==> config.mk <==
export PLATFORM = sky130hd
export DESIGN_NAME = ppc_branch_relocator_flat
export DESIGN_NICKNAME = d
export VERILOG_FILES = /design/src/pbr_pkg.sv /design/src/pbr_if.sv /design/src/pbr_front.sv /design/src/pbr_queue.sv /design/src/pbr_back.sv /design/src/ppc_branch_relocator.sv /design/src/flat_wrapper.sv
export SDC_FILE = /design/constraint.sdc
export NUM_CORES = 1
export LEC_CHECK = 0
export BUFFER_PORTS_ARGS = -buffer_cell sky130_fd_sc_hd__buf_2
export CELL_PAD_IN_SITES_DETAIL_PLACEMENT = 0
export CELL_PAD_IN_SITES_GLOBAL_PLACEMENT = 1
export CORE_UTILIZATION = 25
export CTS_CLUSTER_SIZE = 25
export DETAILED_ROUTE_END_ITERATION = 10
export GPL_TIMING_DRIVEN = 1
export PLACE_DENSITY_LB_ADDON = 0.1
export SLEW_MARGIN = 20
export SYNTH_ARGS = -nofsm -noshare
export SYNTH_HDL_FRONTEND = slang
export SYNTH_SLANG_ARGS = --single-unit
==> constraint.sdc <==
create_clock -name clock -period 3.68 [get_ports clock]
set_input_delay 0.184 -clock clock [delete_from_list [all_inputs] [get_ports clock]]
set_output_delay 0.184 -clock clock [all_outputs]
set_load 0.03 [all_outputs]
==> src/pbr_pkg.sv <==
// Shared constants, encodings and command type for the branch relocator.
`timescale 1ns / 1ps

package pbr_pkg;

   // primary opcode field, instruction bits 31:26
   localparam logic [5:0] PO_B  = 6'h12;
   localparam logic [5:0] PO_BC = 6'h10;

   localparam logic [31:0] ENC_LIS   = 32'h3C00_0000;
   localparam logic [31:0] ENC_ORI   = 32'h6000_0000;
   localparam logic [31:0] ENC_MTCTR = 32'h7C09_03A6;
   localparam logic [31:0] ENC_BCCTR = 32'h4C00_0420;
   localparam logic [31:0] ENC_STD   = 32'hF800_0000;
   localparam logic [31:0] ENC_LD    = 32'hE800_0000;

   // -0x30 as a DS displacement, low two bits clear
   localparam logic [15:0] RED_ZONE_DISP = 16'hFFD0;
   localparam logic [4:0]  REG_SP        = 5'd1;
   localparam logic [4:0]  REG_SCRATCH   = 5'd0;
   localparam logic [4:0]  BO_ALWAYS     = 5'd20;
   localparam logic [4:0]  BI_NONE       = 5'd0;

   localparam logic OPC_RELOCATE = 1'b0;
   localparam logic OPC_FAR      = 1'b1;

   // one classified item handed from front to back
   typedef struct packed {
      logic        far;     // 0: emit value as a single word
      logic [31:0] value;   // pass-through word or branch target
      logic [4:0]  bo;
      logic [4:0]  bi;
      logic        lk;
      logic        keep;    // save/restore scratch around the sequence
      logic [4:0]  gpr;
   } cmd_type;

endpackage

==> src/pbr_if.sv <==
// Request and response channel interfaces of the branch relocator.
`timescale 1ns / 1ps

interface pbr_req_if;
   logic        valid;
   logic        ready;
   logic        opcode;
   logic [31:0] instr_word;
   logic [31:0] instr_address;
   logic [31:0] branch_target;
   logic [4:0]  cond_bo;
   logic [4:0]  cond_bi;
   logic        link_flag;
   logic        save_scratch;
   logic [4:0]  scratch_reg;

   modport source (output valid, opcode, instr_word, instr_address, branch_target,
                   cond_bo, cond_bi, link_flag, save_scratch, scratch_reg,
                   input ready);
   modport sink (input valid, opcode, instr_word, instr_address, branch_target,
                 cond_bo, cond_bi, link_flag, save_scratch, scratch_reg,
                 output ready);
endinterface

interface pbr_rsp_if;
   logic        valid;
   logic        ready;
   logic [31:0] code_word;
   logic        last_word;

   modport source (output valid, code_word, last_word, input ready);
   modport sink (input valid, code_word, last_word, output ready);
endinterface

==> src/pbr_front.sv <==
// Front end: accepts requests, decodes branches, computes targets, registers a command.
`timescale 1ns / 1ps

module pbr_front (
   input  logic             clock,
   input  logic             reset,
   pbr_req_if.sink          req_chan,
   output logic             cmd_valid,
   output pbr_pkg::cmd_type cmd,
   input  logic             cmd_ready
);

   logic             cmd_valid_ff, cmd_valid_in;
   pbr_pkg::cmd_type cmd_ff, cmd_in;
   logic [5:0]       po;
   logic             is_b, is_bc, relative;
   logic [31:0]      offset;
   logic             take;

   assign req_chan.ready = !cmd_valid_ff || cmd_ready;
   assign take           = req_chan.valid && req_chan.ready;

   assign po       = req_chan.instr_word[31:26];
   assign is_b     = (po == pbr_pkg::PO_B);
   assign is_bc    = (po == pbr_pkg::PO_BC);
   assign relative = (is_b || is_bc) && !req_chan.instr_word[1];

   always_comb begin
      if (is_b) begin
         offset = {{6{req_chan.instr_word[25]}}, req_chan.instr_word[25:2], 2'b00};
      end else begin
         offset = {{16{req_chan.instr_word[15]}}, req_chan.instr_word[15:2], 2'b00};
      end
   end

   always_comb begin
      cmd_in = cmd_ff;
      if (take) begin
         if (req_chan.opcode == pbr_pkg::OPC_FAR) begin
            cmd_in.far   = 1'b1;
            cmd_in.value = req_chan.branch_target;
            cmd_in.bo    = req_chan.cond_bo;
            cmd_in.bi    = req_chan.cond_bi;
            cmd_in.lk    = req_chan.link_flag;
            cmd_in.keep  = req_chan.save_scratch;
            cmd_in.gpr   = req_chan.scratch_reg;
         end else begin
            cmd_in.far   = relative;
            cmd_in.value = relative ? req_chan.instr_address + offset
                                    : req_chan.instr_word;
            cmd_in.bo    = is_b ? pbr_pkg::BO_ALWAYS : req_chan.instr_word[25:21];
            cmd_in.bi    = is_b ? pbr_pkg::BI_NONE   : req_chan.instr_word[20:16];
            cmd_in.lk    = req_chan.instr_word[0];
            cmd_in.keep  = 1'b1;
            cmd_in.gpr   = pbr_pkg::REG_SCRATCH;
         end
      end
   end

   always_comb begin
      cmd_valid_in = cmd_valid_ff;
      if (take) begin
         cmd_valid_in = 1'b1;
      end else if (cmd_ready) begin
         cmd_valid_in = 1'b0;
      end
   end

   always_ff @(posedge clock) begin
      if (reset) begin
         cmd_valid_ff <= 1'b0;
      end else begin
         cmd_valid_ff <= cmd_valid_in;
      end
   end

   always_ff @(posedge clock) begin
      cmd_ff <= cmd_in;
   end

   assign cmd_valid = cmd_valid_ff;
   assign cmd       = cmd_ff;

endmodule

==> src/pbr_queue.sv <==
// Two-entry command queue between the front and back ends.
`timescale 1ns / 1ps

module pbr_queue (
   input  logic             clock,
   input  logic             reset,
   input  logic             push_valid,
   input  pbr_pkg::cmd_type push_cmd,
   output logic             push_ready,
   output logic             head_valid,
   output pbr_pkg::cmd_type head_cmd,
   input  logic             pop
);

   pbr_pkg::cmd_type mem [2];
   logic       wr_ptr_ff, wr_ptr_in;
   logic       rd_ptr_ff, rd_ptr_in;
   logic [1:0] count_ff, count_in;
   logic       do_push, do_pop;

   assign push_ready = (count_ff != 2'd2);
   assign head_valid = (count_ff != 2'd0);
   assign head_cmd   = mem[rd_ptr_ff];
   assign do_push    = push_valid && push_ready;
   assign do_pop     = pop && head_valid;

   always_comb begin
      wr_ptr_in = do_push ? !wr_ptr_ff : wr_ptr_ff;
      rd_ptr_in = do_pop  ? !rd_ptr_ff : rd_ptr_ff;
      count_in  = count_ff;
      if (do_push && !do_pop) begin
         count_in = count_ff + 2'd1;
      end else if (do_pop && !do_push) begin
         count_in = count_ff - 2'd1;
      end
   end

   always_ff @(posedge clock) begin
      if (reset) begin
         wr_ptr_ff <= 1'b0;
         rd_ptr_ff <= 1'b0;
         count_ff  <= 2'd0;
      end else begin
         wr_ptr_ff <= wr_ptr_in;
         rd_ptr_ff <= rd_ptr_in;
         count_ff  <= count_in;
      end
   end

   always_ff @(posedge clock) begin
      if (do_push) begin
         mem[wr_ptr_ff] <= push_cmd;
      end
   end

endmodule

==> src/pbr_back.sv <==
// Back end: steps through the emitted word sequence into the response register.
`timescale 1ns / 1ps

module pbr_back (
   input  logic             clock,
   input  logic             reset,
   input  logic             head_valid,
   input  pbr_pkg::cmd_type head_cmd,
   output logic             pop,
   pbr_rsp_if.source        rsp_chan
);

   typedef enum logic [2:0] {
      STEP_STD,
      STEP_LIS,
      STEP_ORI,
      STEP_MTCTR,
      STEP_LD,
      STEP_BCCTR
   } step_type;

   step_type    step_ff, step_in, cur_step;
   logic        rsp_valid_ff, rsp_valid_in;
   logic [31:0] rsp_word_ff, rsp_word_in;
   logic        rsp_last_ff, rsp_last_in;
   logic        advance, is_last;
   logic [31:0] word;
   logic [31:0] r21, r16;

   assign advance = head_valid && (!rsp_valid_ff || rsp_chan.ready);
   assign r21     = {6'd0, head_cmd.gpr, 21'd0};
   assign r16     = {11'd0, head_cmd.gpr, 16'd0};

   // without a scratch save the sequence starts at lis
   assign cur_step = (step_ff == STEP_STD && !head_cmd.keep) ? STEP_LIS : step_ff;
   assign is_last  = !head_cmd.far || (cur_step == STEP_BCCTR);
   assign pop      = advance && is_last;

   always_comb begin
      step_in = cur_step;
      word    = head_cmd.value;
      unique case (cur_step)
         STEP_STD: begin
            word    = pbr_pkg::ENC_STD | r21 | {11'd0, pbr_pkg::REG_SP, 16'd0}
                      | {16'd0, pbr_pkg::RED_ZONE_DISP};
            step_in = STEP_LIS;
         end
         STEP_LIS: begin
            word    = pbr_pkg::ENC_LIS | r21 | {16'd0, head_cmd.value[31:16]};
            step_in = STEP_ORI;
         end
         STEP_ORI: begin
            word    = pbr_pkg::ENC_ORI | r21 | r16 | {16'd0, head_cmd.value[15:0]};
            step_in = STEP_MTCTR;
         end
         STEP_MTCTR: begin
            word    = pbr_pkg::ENC_MTCTR | r21;
            step_in = head_cmd.keep ? STEP_LD : STEP_BCCTR;
         end
         STEP_LD: begin
            word    = pbr_pkg::ENC_LD | r21 | {11'd0, pbr_pkg::REG_SP, 16'd0}
                      | {16'd0, pbr_pkg::RED_ZONE_DISP};
            step_in = STEP_BCCTR;
         end
         STEP_BCCTR: begin
            word    = pbr_pkg::ENC_BCCTR | {6'd0, head_cmd.bo, 21'd0}
                      | {11'd0, head_cmd.bi, 16'd0} | {31'd0, head_cmd.lk};
            step_in = STEP_STD;
         end
         default: begin
            word    = head_cmd.value;
            step_in = STEP_STD;
         end
      endcase
      if (!head_cmd.far) begin
         word    = head_cmd.value;
         step_in = STEP_STD;
      end
   end

   always_comb begin
      rsp_valid_in = rsp_valid_ff;
      rsp_word_in  = rsp_word_ff;
      rsp_last_in  = rsp_last_ff;
      if (advance) begin
         rsp_valid_in = 1'b1;
         rsp_word_in  = word;
         rsp_last_in  = is_last;
      end else if (rsp_chan.ready) begin
         rsp_valid_in = 1'b0;
      end
   end

   always_ff @(posedge clock) begin
      if (reset) begin
         step_ff      <= STEP_STD;
         rsp_valid_ff <= 1'b0;
      end else begin
         if (advance) begin
            step_ff <= step_in;
         end
         rsp_valid_ff <= rsp_valid_in;
      end
      rsp_word_ff <= rsp_word_in;
      rsp_last_ff <= rsp_last_in;
   end

   assign rsp_chan.valid     = rsp_valid_ff;
   assign rsp_chan.code_word = rsp_word_ff;
   assign rsp_chan.last_word = rsp_last_ff;

endmodule

==> src/ppc_branch_relocator.sv <==
// Top level of the PowerPC branch relocator.
// Usage:
//   req_chan carries one instruction (opcode 0) or one far-branch request (opcode 1).
//   rsp_chan returns the emitted code words, one per transaction, with last_word
//   set on the final word of each request.
//   A non-branch or absolute branch word yields 1 word; a relative b/bc yields 6;
//   an explicit far branch yields 4, or 6 with save_scratch.
// Path: with the pipeline empty, the first word of a request is registered in turn by
//   the front register at acceptance, then the queue, then the response register.
// Throughput: one code word per cycle while rsp_chan.ready stays high, limited by the
//   back-end word sequencer, so a request occupies the back end for 1, 4 or 6 words;
//   requests are taken back to back while the front register and the two-entry queue have room.
// Reset: synchronous, active high; clears all valid state and the sequencer,
//   dropping any request in flight.
// Stall: when rsp_chan.ready is low the current word holds; the queue fills and
//   then req_chan.ready falls.
`timescale 1ns / 1ps

module ppc_branch_relocator (
   input  logic       clock,
   input  logic       reset,
   pbr_req_if.sink    req_chan,
   pbr_rsp_if.source  rsp_chan
);

   logic             cmd_valid, cmd_ready;
   pbr_pkg::cmd_type cmd;
   logic             head_valid, pop;
   pbr_pkg::cmd_type head_cmd;

   pbr_front u_front (
      .clock     (clock),
      .reset     (reset),
      .req_chan  (req_chan),
      .cmd_valid (cmd_valid),
      .cmd       (cmd),
      .cmd_ready (cmd_ready)
   );

   pbr_queue u_queue (
      .clock      (clock),
      .reset      (reset),
      .push_valid (cmd_valid),
      .push_cmd   (cmd),
      .push_ready (cmd_ready),
      .head_valid (head_valid),
      .head_cmd   (head_cmd),
      .pop        (pop)
   );

   pbr_back u_back (
      .clock      (clock),
      .reset      (reset),
      .head_valid (head_valid),
      .head_cmd   (head_cmd),
      .pop        (pop),
      .rsp_chan   (rsp_chan)
   );

endmodule

==> src/flat_wrapper.sv <==
// flat-port wrapper written by rule: the top's interface ports become plain ports
module ppc_branch_relocator_flat 
  (clock, reset, req_chan_valid, req_chan_opcode, req_chan_instr_word, req_chan_instr_address, req_chan_branch_target, req_chan_cond_bo, req_chan_cond_bi, req_chan_link_flag, req_chan_save_scratch, req_chan_scratch_reg, req_chan_ready, rsp_chan_valid, rsp_chan_code_word, rsp_chan_last_word, rsp_chan_ready);
  pbr_req_if req_chan_i ();
  pbr_rsp_if rsp_chan_i ();
  input  logic clock;
  input  logic reset;
  input wire logic [$bits(req_chan_i.valid)-1:0] req_chan_valid;
  input wire logic [$bits(req_chan_i.opcode)-1:0] req_chan_opcode;
  input wire logic [$bits(req_chan_i.instr_word)-1:0] req_chan_instr_word;
  input wire logic [$bits(req_chan_i.instr_address)-1:0] req_chan_instr_address;
  input wire logic [$bits(req_chan_i.branch_target)-1:0] req_chan_branch_target;
  input wire logic [$bits(req_chan_i.cond_bo)-1:0] req_chan_cond_bo;
  input wire logic [$bits(req_chan_i.cond_bi)-1:0] req_chan_cond_bi;
  input wire logic [$bits(req_chan_i.link_flag)-1:0] req_chan_link_flag;
  input wire logic [$bits(req_chan_i.save_scratch)-1:0] req_chan_save_scratch;
  input wire logic [$bits(req_chan_i.scratch_reg)-1:0] req_chan_scratch_reg;
  output wire logic [$bits(req_chan_i.ready)-1:0] req_chan_ready;
  output wire logic [$bits(rsp_chan_i.valid)-1:0] rsp_chan_valid;
  output wire logic [$bits(rsp_chan_i.code_word)-1:0] rsp_chan_code_word;
  output wire logic [$bits(rsp_chan_i.last_word)-1:0] rsp_chan_last_word;
  input wire logic [$bits(rsp_chan_i.ready)-1:0] rsp_chan_ready;
  assign req_chan_i.valid = req_chan_valid;
  assign req_chan_i.opcode = req_chan_opcode;
  assign req_chan_i.instr_word = req_chan_instr_word;
  assign req_chan_i.instr_address = req_chan_instr_address;
  assign req_chan_i.branch_target = req_chan_branch_target;
  assign req_chan_i.cond_bo = req_chan_cond_bo;
  assign req_chan_i.cond_bi = req_chan_cond_bi;
  assign req_chan_i.link_flag = req_chan_link_flag;
  assign req_chan_i.save_scratch = req_chan_save_scratch;
  assign req_chan_i.scratch_reg = req_chan_scratch_reg;
  assign req_chan_ready = req_chan_i.ready;
  assign rsp_chan_valid = rsp_chan_i.valid;
  assign rsp_chan_code_word = rsp_chan_i.code_word;
  assign rsp_chan_last_word = rsp_chan_i.last_word;
  assign rsp_chan_i.ready = rsp_chan_ready;
  ppc_branch_relocator u_core (.clock(clock), .reset(reset), .req_chan(req_chan_i), .rsp_chan(rsp_chan_i));
endmodule
# Word level (Yosys, flattened, before mapping)
# Memories as Yosys holds them, arrays and structs flattened. A register that Yosys moved wholly into a read port is not among the register bits.
# Cells that the tools add are included.
# Widths: inputs -> output; s select.
[op_classes] add_sub_neg=3 reduce_logical=28 muxes=21 n_eq_ne=8 n_bitwise=5
[op_table] op="$pmux 32 s6" n=1
[op_table] op="$mux 32" n=3
[op_table] op="$or 31x21->31" n=2
[op_table] op="$mux 49" n=1
[op_table] op="$add 32x32->32" n=1
[op_table] op="$or 31x1->31" n=1
[op_table] op="$or 31x16->31" n=1
[op_table] op="$or 30x16->30" n=1
[op_table] op="$pmux 3 s5" n=1
[op_table] op="$eq 6x5->1 const B" n=2
[op_table] op="$mux 5" n=2
[op_table] op="$logic_and 1x1->1" n=9
[op_table] op="$logic_not 1->1" n=9
[op_table] op="$mux 1" n=9
[op_table] op="$reduce_bool 2->1" n=4
[op_table] op="$eq 3x2->1 const B" n=2
[op_table] op="$eq 3x3->1 const B" n=2
[op_table] op="$logic_not 3->1" n=2
[op_table] op="$mux 3" n=2
[op_table] op="$logic_or 1x1->1" n=4
[op_table] op="$mux 2" n=2
[op_table] op="$eq 3x1->1 const B" n=1
[op_table] op="$add 2x1->2 const B" n=1
[op_table] op="$ne 2x2->1 const B" n=1
[op_table] op="$sub 2x1->2 const B" n=1
[totals] mem_bits_rw=100 wordCells=81 output_inout_bits=35 regBits=92 mem_count=1
[mem_list] memory="u_core.u_queue.mem" words=2 word_bits=50 rd=1 rd_ports_with_merged_regs=1 write_ports=1 line="pbr_queue.sv:15" text="pbr_pkg::cmd_type mem [2];"

# Logic depth before layout (Yosys ltp)
[logic_depth] ltp_word=10 mapped_depth=14

# Cells and area by module
# From an unflattened synthesis, not the netlist that was laid out.
[unflattened] cells_unflattened=837 hier_area_um2=9850.7
[by_module_without_submodules] mod="pbr_front" area_per_inst_um2=4227.8 n_inst=1 cells_each=496
[by_module_without_submodules] mod="pbr_queue" area_per_inst_um2=3817.4 n_inst=1 cells_each=180
[by_module_without_submodules] mod="pbr_back" area_per_inst_um2=1805.5 n_inst=1 cells_each=161

# Worst setup path after synthesis
# No wires, ideal clock.
[synth_path] path_type="in2reg" from="input port req_chan_instr_word[28]" to="register u_core.u_front.cmd_ff (netlist bit u_core.u_front.cmd[48]), data pin" setup_time_ps=257 n_path_buf=1 cell_stages=11 arrival_time_ps=3082 setup_slack_ps=341 t_required_ps=3423 cell_sequence="or4b_4 > o31ai_4 > a21boi_1 > inv_1 > ha_1 > clkbuf_1 > nand2_1 > or4_1 > a211oi_1 > mux2i_1 > nand2_1"
[synth_via] elab_chain_len=5
[synth_lines] element="start, declared" line="flat_wrapper.sv:10" text="input wire logic [$bits(req_chan_i.instr_word)-1:0] req_chan_instr_word;"
[synth_lines] element="$eq 6x5->1 (on tied branches)" line="pbr_front.sv:24, pbr_front.sv:25"
[synth_lines] element="$mux 32 / $logic_or 1x1->1 (equally long branches)" line="pbr_front.sv:29, pbr_front.sv:26"
[synth_lines] element="$add 32x32->32 / $logic_and 1x1->1 (equally long branches)" line="pbr_front.sv:49, pbr_front.sv:26"
[synth_lines] element="$mux 32 (*)" line="pbr_front.sv:49" text="cmd_in.value = relative ? req_chan.instr_address + offset"
[synth_lines] element="$mux 49 (*)" line="pbr_front.sv:39" text="if (req_chan.opcode == pbr_pkg::OPC_FAR) begin"
[synth_lines] element="end signal, assigned" line="pbr_front.sv:78" text="cmd_ff <= cmd_in;"
[synth_lines] element="end, declared" line="pbr_front.sv:14" text="pbr_pkg::cmd_type cmd_ff, cmd_in;"
# Every way passes the cells marked *; elsewhere a longest branch is shown, timed or not.
# A chain may end at the register's enable or synchronous reset.

# Worst setup path in the final report
[layout_path] from="input port req_chan_instr_word[28]" to="register u_core.u_front.cmd_ff (netlist bit u_core.u_front.cmd[44]), data pin"
# Same word-level chain as after synthesis.

==> summary.md <==
| Metric | Value |
|---|---|
| Syn_nets | `980` |
| VDD IR max | `0.325 mV` |
| LEAKAGE | `4.31 nW` |
| Fin nets | `1137` |
| Max-slew headroom | `38.7%` |
| Skew final | `7.68 ps` |
| Total negative setup slack | `0 ps` |
| Drt pass-1 iters | `4` |
| Status | `finished clean` |
| Setup CP Type | `primary input to flip-flop` |
| Flops & latches, synth | `193` |
| Worst skew pair latency | `430 ps` |
| Drt total wl | `29400 um` |
| Internal | `4.56 mW` |
| Synth area leader | `edfxtp_1` |
| CP endpoint kind | `flip-flop` |
| R2R Path End | `u_core.u_back.rsp_chan.code_word[7]` |
| Largest net degree at the start of global routing | `51` |
| Dominant synthesized flop cell | `edfxtp_1` |
| Req. time, crit path | `3820 ps` |
| First-pass GRT wire length | `43500 um` |
| Flop-to-flop setup slack | `1070 ps` |
| Post-synth cell types | `71` |
| Worst Tran Pin Value | `919 ps` |
| Initial DRC Count | `425` |
| Comb pwr share | `31.5%` |
| Initial core utilization | `25.6%` |
| Mapped Cells | `830` |
| CP Launch Type | `primary input` |
| Top post-synthesis cells by count | `183 x edfxtp_1, 88 x nand2_1, 65 x o21ai_0, 61 x a21oi_1, 61 x nor2_1` |
| Grt total ovfl | `0` |
| Clock power share | `25.6%` |
| Switch share | `35.3%` |
| Residual DRC count | `0` |
| Placed wire-length estimate | `22800 um` |
| Fin. max-slew vios | `0` |
| Worst-path clk slew | `70 ps` |
| Vias in the first global route | `6974` |
| Area Growth Syn to Fin | `20.6%` |
| Achievable Freq | `0.328 GHz` |
| Critical Path AT | `3190 ps` |
| Root buffer cell | `clkbuf_16` |
| # diodes | `0` |
| Layout cells sized above 1 | `23.2%` |
| Post-CTS setup buffer count | `0` |
| Vert. Die Dim | `199 um` |
| Design Area, Final | `11800 um^2` |
| Die Span X | `199 um` |
| Reg2reg path depth | `7` |
| Initial antenna violation count | `0` |
| Hold Path Sink | `u_core.u_front.cmd[4]` |
| TritonCTS Buffers | `17` |
| GRT Total Usage | `15.0%` |
| Final hold viol count | `0` |
| Async set-reset flop share out of synthesis | `0%` |
| CTS Sinks | `193` |
| Post-CTS sizing | `0` |
| Tmin final | `3050 ps` |
| Row cnt | `71` |
| Clock Tree Buf Depth | `2` |
| Gpl congestion | `0.885` |
| Pwr Density | `599 nW/um^2` |
| CTS tree | `done` |
| Max-Cap Viols | `0` |
| Hold Crit Start | `req_chan_scratch_reg[4]` |
| Net Switching | `2.49 mW` |
| Count leader, synth | `edfxtp_1` |
| Vias | `6924` |
| EDFF count, synth | `183` |
| Crit Path Max Fanout | `9` |
| Vias per cell | `4.58` |
| Final setup violation count | `0` |
| Mean post-synth cell area | `11.7 um^2` |
| RSZ-0062 raised after global routing | `no` |
| Synthesized cell area | `9750 um^2` |
| IO Pins | `153` |
| Warnings, synthesis | `0` |
| HP Class | `primary input to flip-flop` |
| Final ANT Viol Nets | `0` |
| Post-synth top area share | `56.4%` |
| Floorplan Core Area | `38000 um^2` |
| Sequential share of power | `42.9%` |
| Routed length per instance | `19.4 um` |
| Worst r2r src | `u_core.u_back.step_ff[2]` |
| FILL cells | `4011` |
| Placed cell areas | `11200 um^2` |
| Sequential area share after synthesis | `58.4%` |
| I/O Buffers | `152` |
| Synth area leaders | `edfxtp_1 56%, mux2i_1 6.2%, ha_1 4.0%` |
| Hold Path Stages | `2` |
| H-tree Lvls | `4` |
| Final period util | `82.8%` |
| Die area | `39800 um^2` |
==> metrics by stage <==
stage / power [mW] / cells / hold slack [ps] / setup WS [ps] / util, %
3_3_place_gp: 5.36 / 1477 / 425 / 25.6 / 29.4
4_1_cts: 7.16 / 1511 / 6.28 / 598 / 30.9
2_1_floorplan: 4.53 / 830 / 313 / 341 / -
3_5_place_dp: 5.34 / 1477 / 430 / 132 / 29.4
5_1_grt: 7.43 / 1511 / 8.10 / 382 / 30.9
6_report: 7.05 / 1511 / 29.8 / 634 / 30.9
==> cell usage in the layout (no fill, tap or decap), types with 4 or more instances in the layout <==
cell and count:
o22ai_1 17, a21oi_1 61, mux2i_1 60, a31oi_1 6, buf_2 152, nor2_1 60, o21ai_0 65, and2_1 9
buf_4 25, nor3_1 15, nand2b_1 10, nand2_1 88, edfxtp_1 183, a21o_1 12, nand3_1 7, xnor2_1 9
clkbuf_16 17, nor3b_1 5, a22o_1 6, xor2_1 15, nand4_1 9, inv_6 5, dfxtp_1 9, inv_1 13
o31ai_1 4, a211oi_1 4, o21a_1 10, o21bai_1 5, ha_1 31, mux2_2 7, nor2b_1 7, a22oi_1 6
==> per-layer routing <==
layer  vias to the layer above  GRT usage, %  share of wire [%]
met2                       151          24.4                 47
met3                        26          2.26                3.1
met1                      3294          20.5                 48
met5                         -             0                  0
li1                       3453             -                  -
met4                         0          4.58                1.9
==> critical path: stages <==
cell and delay [ps]:
buf_2 110, or4b_4 580, o31ai_4 190, buf_4 210, nand2_1 70, ha_1 450
and4_1 350, nand4_1 140, a211oi_1 280, nor2_1 80, a31oi_1 240, xnor2_1 150
o221ai_1 150
==> worst max-delay path by stage <==
stage | start | endpoint | slack (ps)
2_1_floorplan | req_chan_instr_word[28] | u_core.u_front.cmd[48] | 340
3_5_place_dp | req_chan_instr_word[28] | u_core.u_front.cmd[36] | 130
5_1_grt | req_chan_instr_word[28] | u_core.u_front.cmd[44] | 380
6_report | req_chan_instr_word[28] | u_core.u_front.cmd[44] | 630
4_1_cts | req_chan_instr_word[28] | u_core.u_front.cmd[36] | 600
3_3_place_gp | req_chan_instr_word[28] | u_core.u_front.cmd[36] | 30
==> registers in the layout, summed over array words and instances, names as in the netlist, named ones only <==
| name | flops |
|---|---|
| u_core.u_queue.count_ff | 2 |
| u_core.u_front.cmd | 50 |
| u_core.u_back.rsp_chan.code_word | 32 |
| u_core.u_back.step_ff | 3 |
| u_core.u_queue.rd_ptr_ff | 1 |
| u_core.u_queue.wr_ptr_ff | 1 |
| u_core.u_back.rsp_chan.last_word | 1 |
| u_core.u_queue.mem | 100 |
| u_core.u_back.rsp_chan.valid | 1 |
| u_core.u_front.cmd_valid | 1 |
==> repair_timing <==
action / CTS / global route
hold buffers: 2 / 0
endpoints found under the setup margin: 0 / 0
endpoints found under the hold margin: 2 / 0
==> cells by family after synthesis <==
kind of cell | after synthesis | share of synthesized area (%)
XOR/XNOR | 24 | 2.16
multiplexers | 67 | 6.97
adder cells (fa/ha/maj) | 32 | 4.18
buffers and inverters | 54 | 2.46
AO/OA/AOI/OAI | 231 | 14.9
flip-flops | 193 | 58.4
AND/OR/NAND/NOR | 229 | 10.9
==> cell type report <==
type                            count  area (um^2)  area share [%]
Clock buffer                       17          425            3.62
Clock inverter                     15          149            1.27
Inverter                           13         48.8           0.415
Multi-Input combinational cell    583         3830            32.6
Sequential cell                   193         5700            48.5
Tap cell                          511          639            5.44
Timing Repair Buffer              179          968            8.24
==> power by group through the flow <==
| stage | registers (mW) | clock network, mW | logic, mW |
|---|---|---|---|
| after floorplan | 3.37 | 0 | 1.17 |
| after CTS | 3.03 | 1.86 | 2.26 |
| final | 3.03 | 1.80 | 2.22 |
| after global routing | 3.07 | 1.94 | 2.42 |
| after global placement | 3.08 | 0 | 2.28 |
| after detailed placement | 3.08 | 0 | 2.26 |
Note: power is estimated with default switching activity, not from simulation.
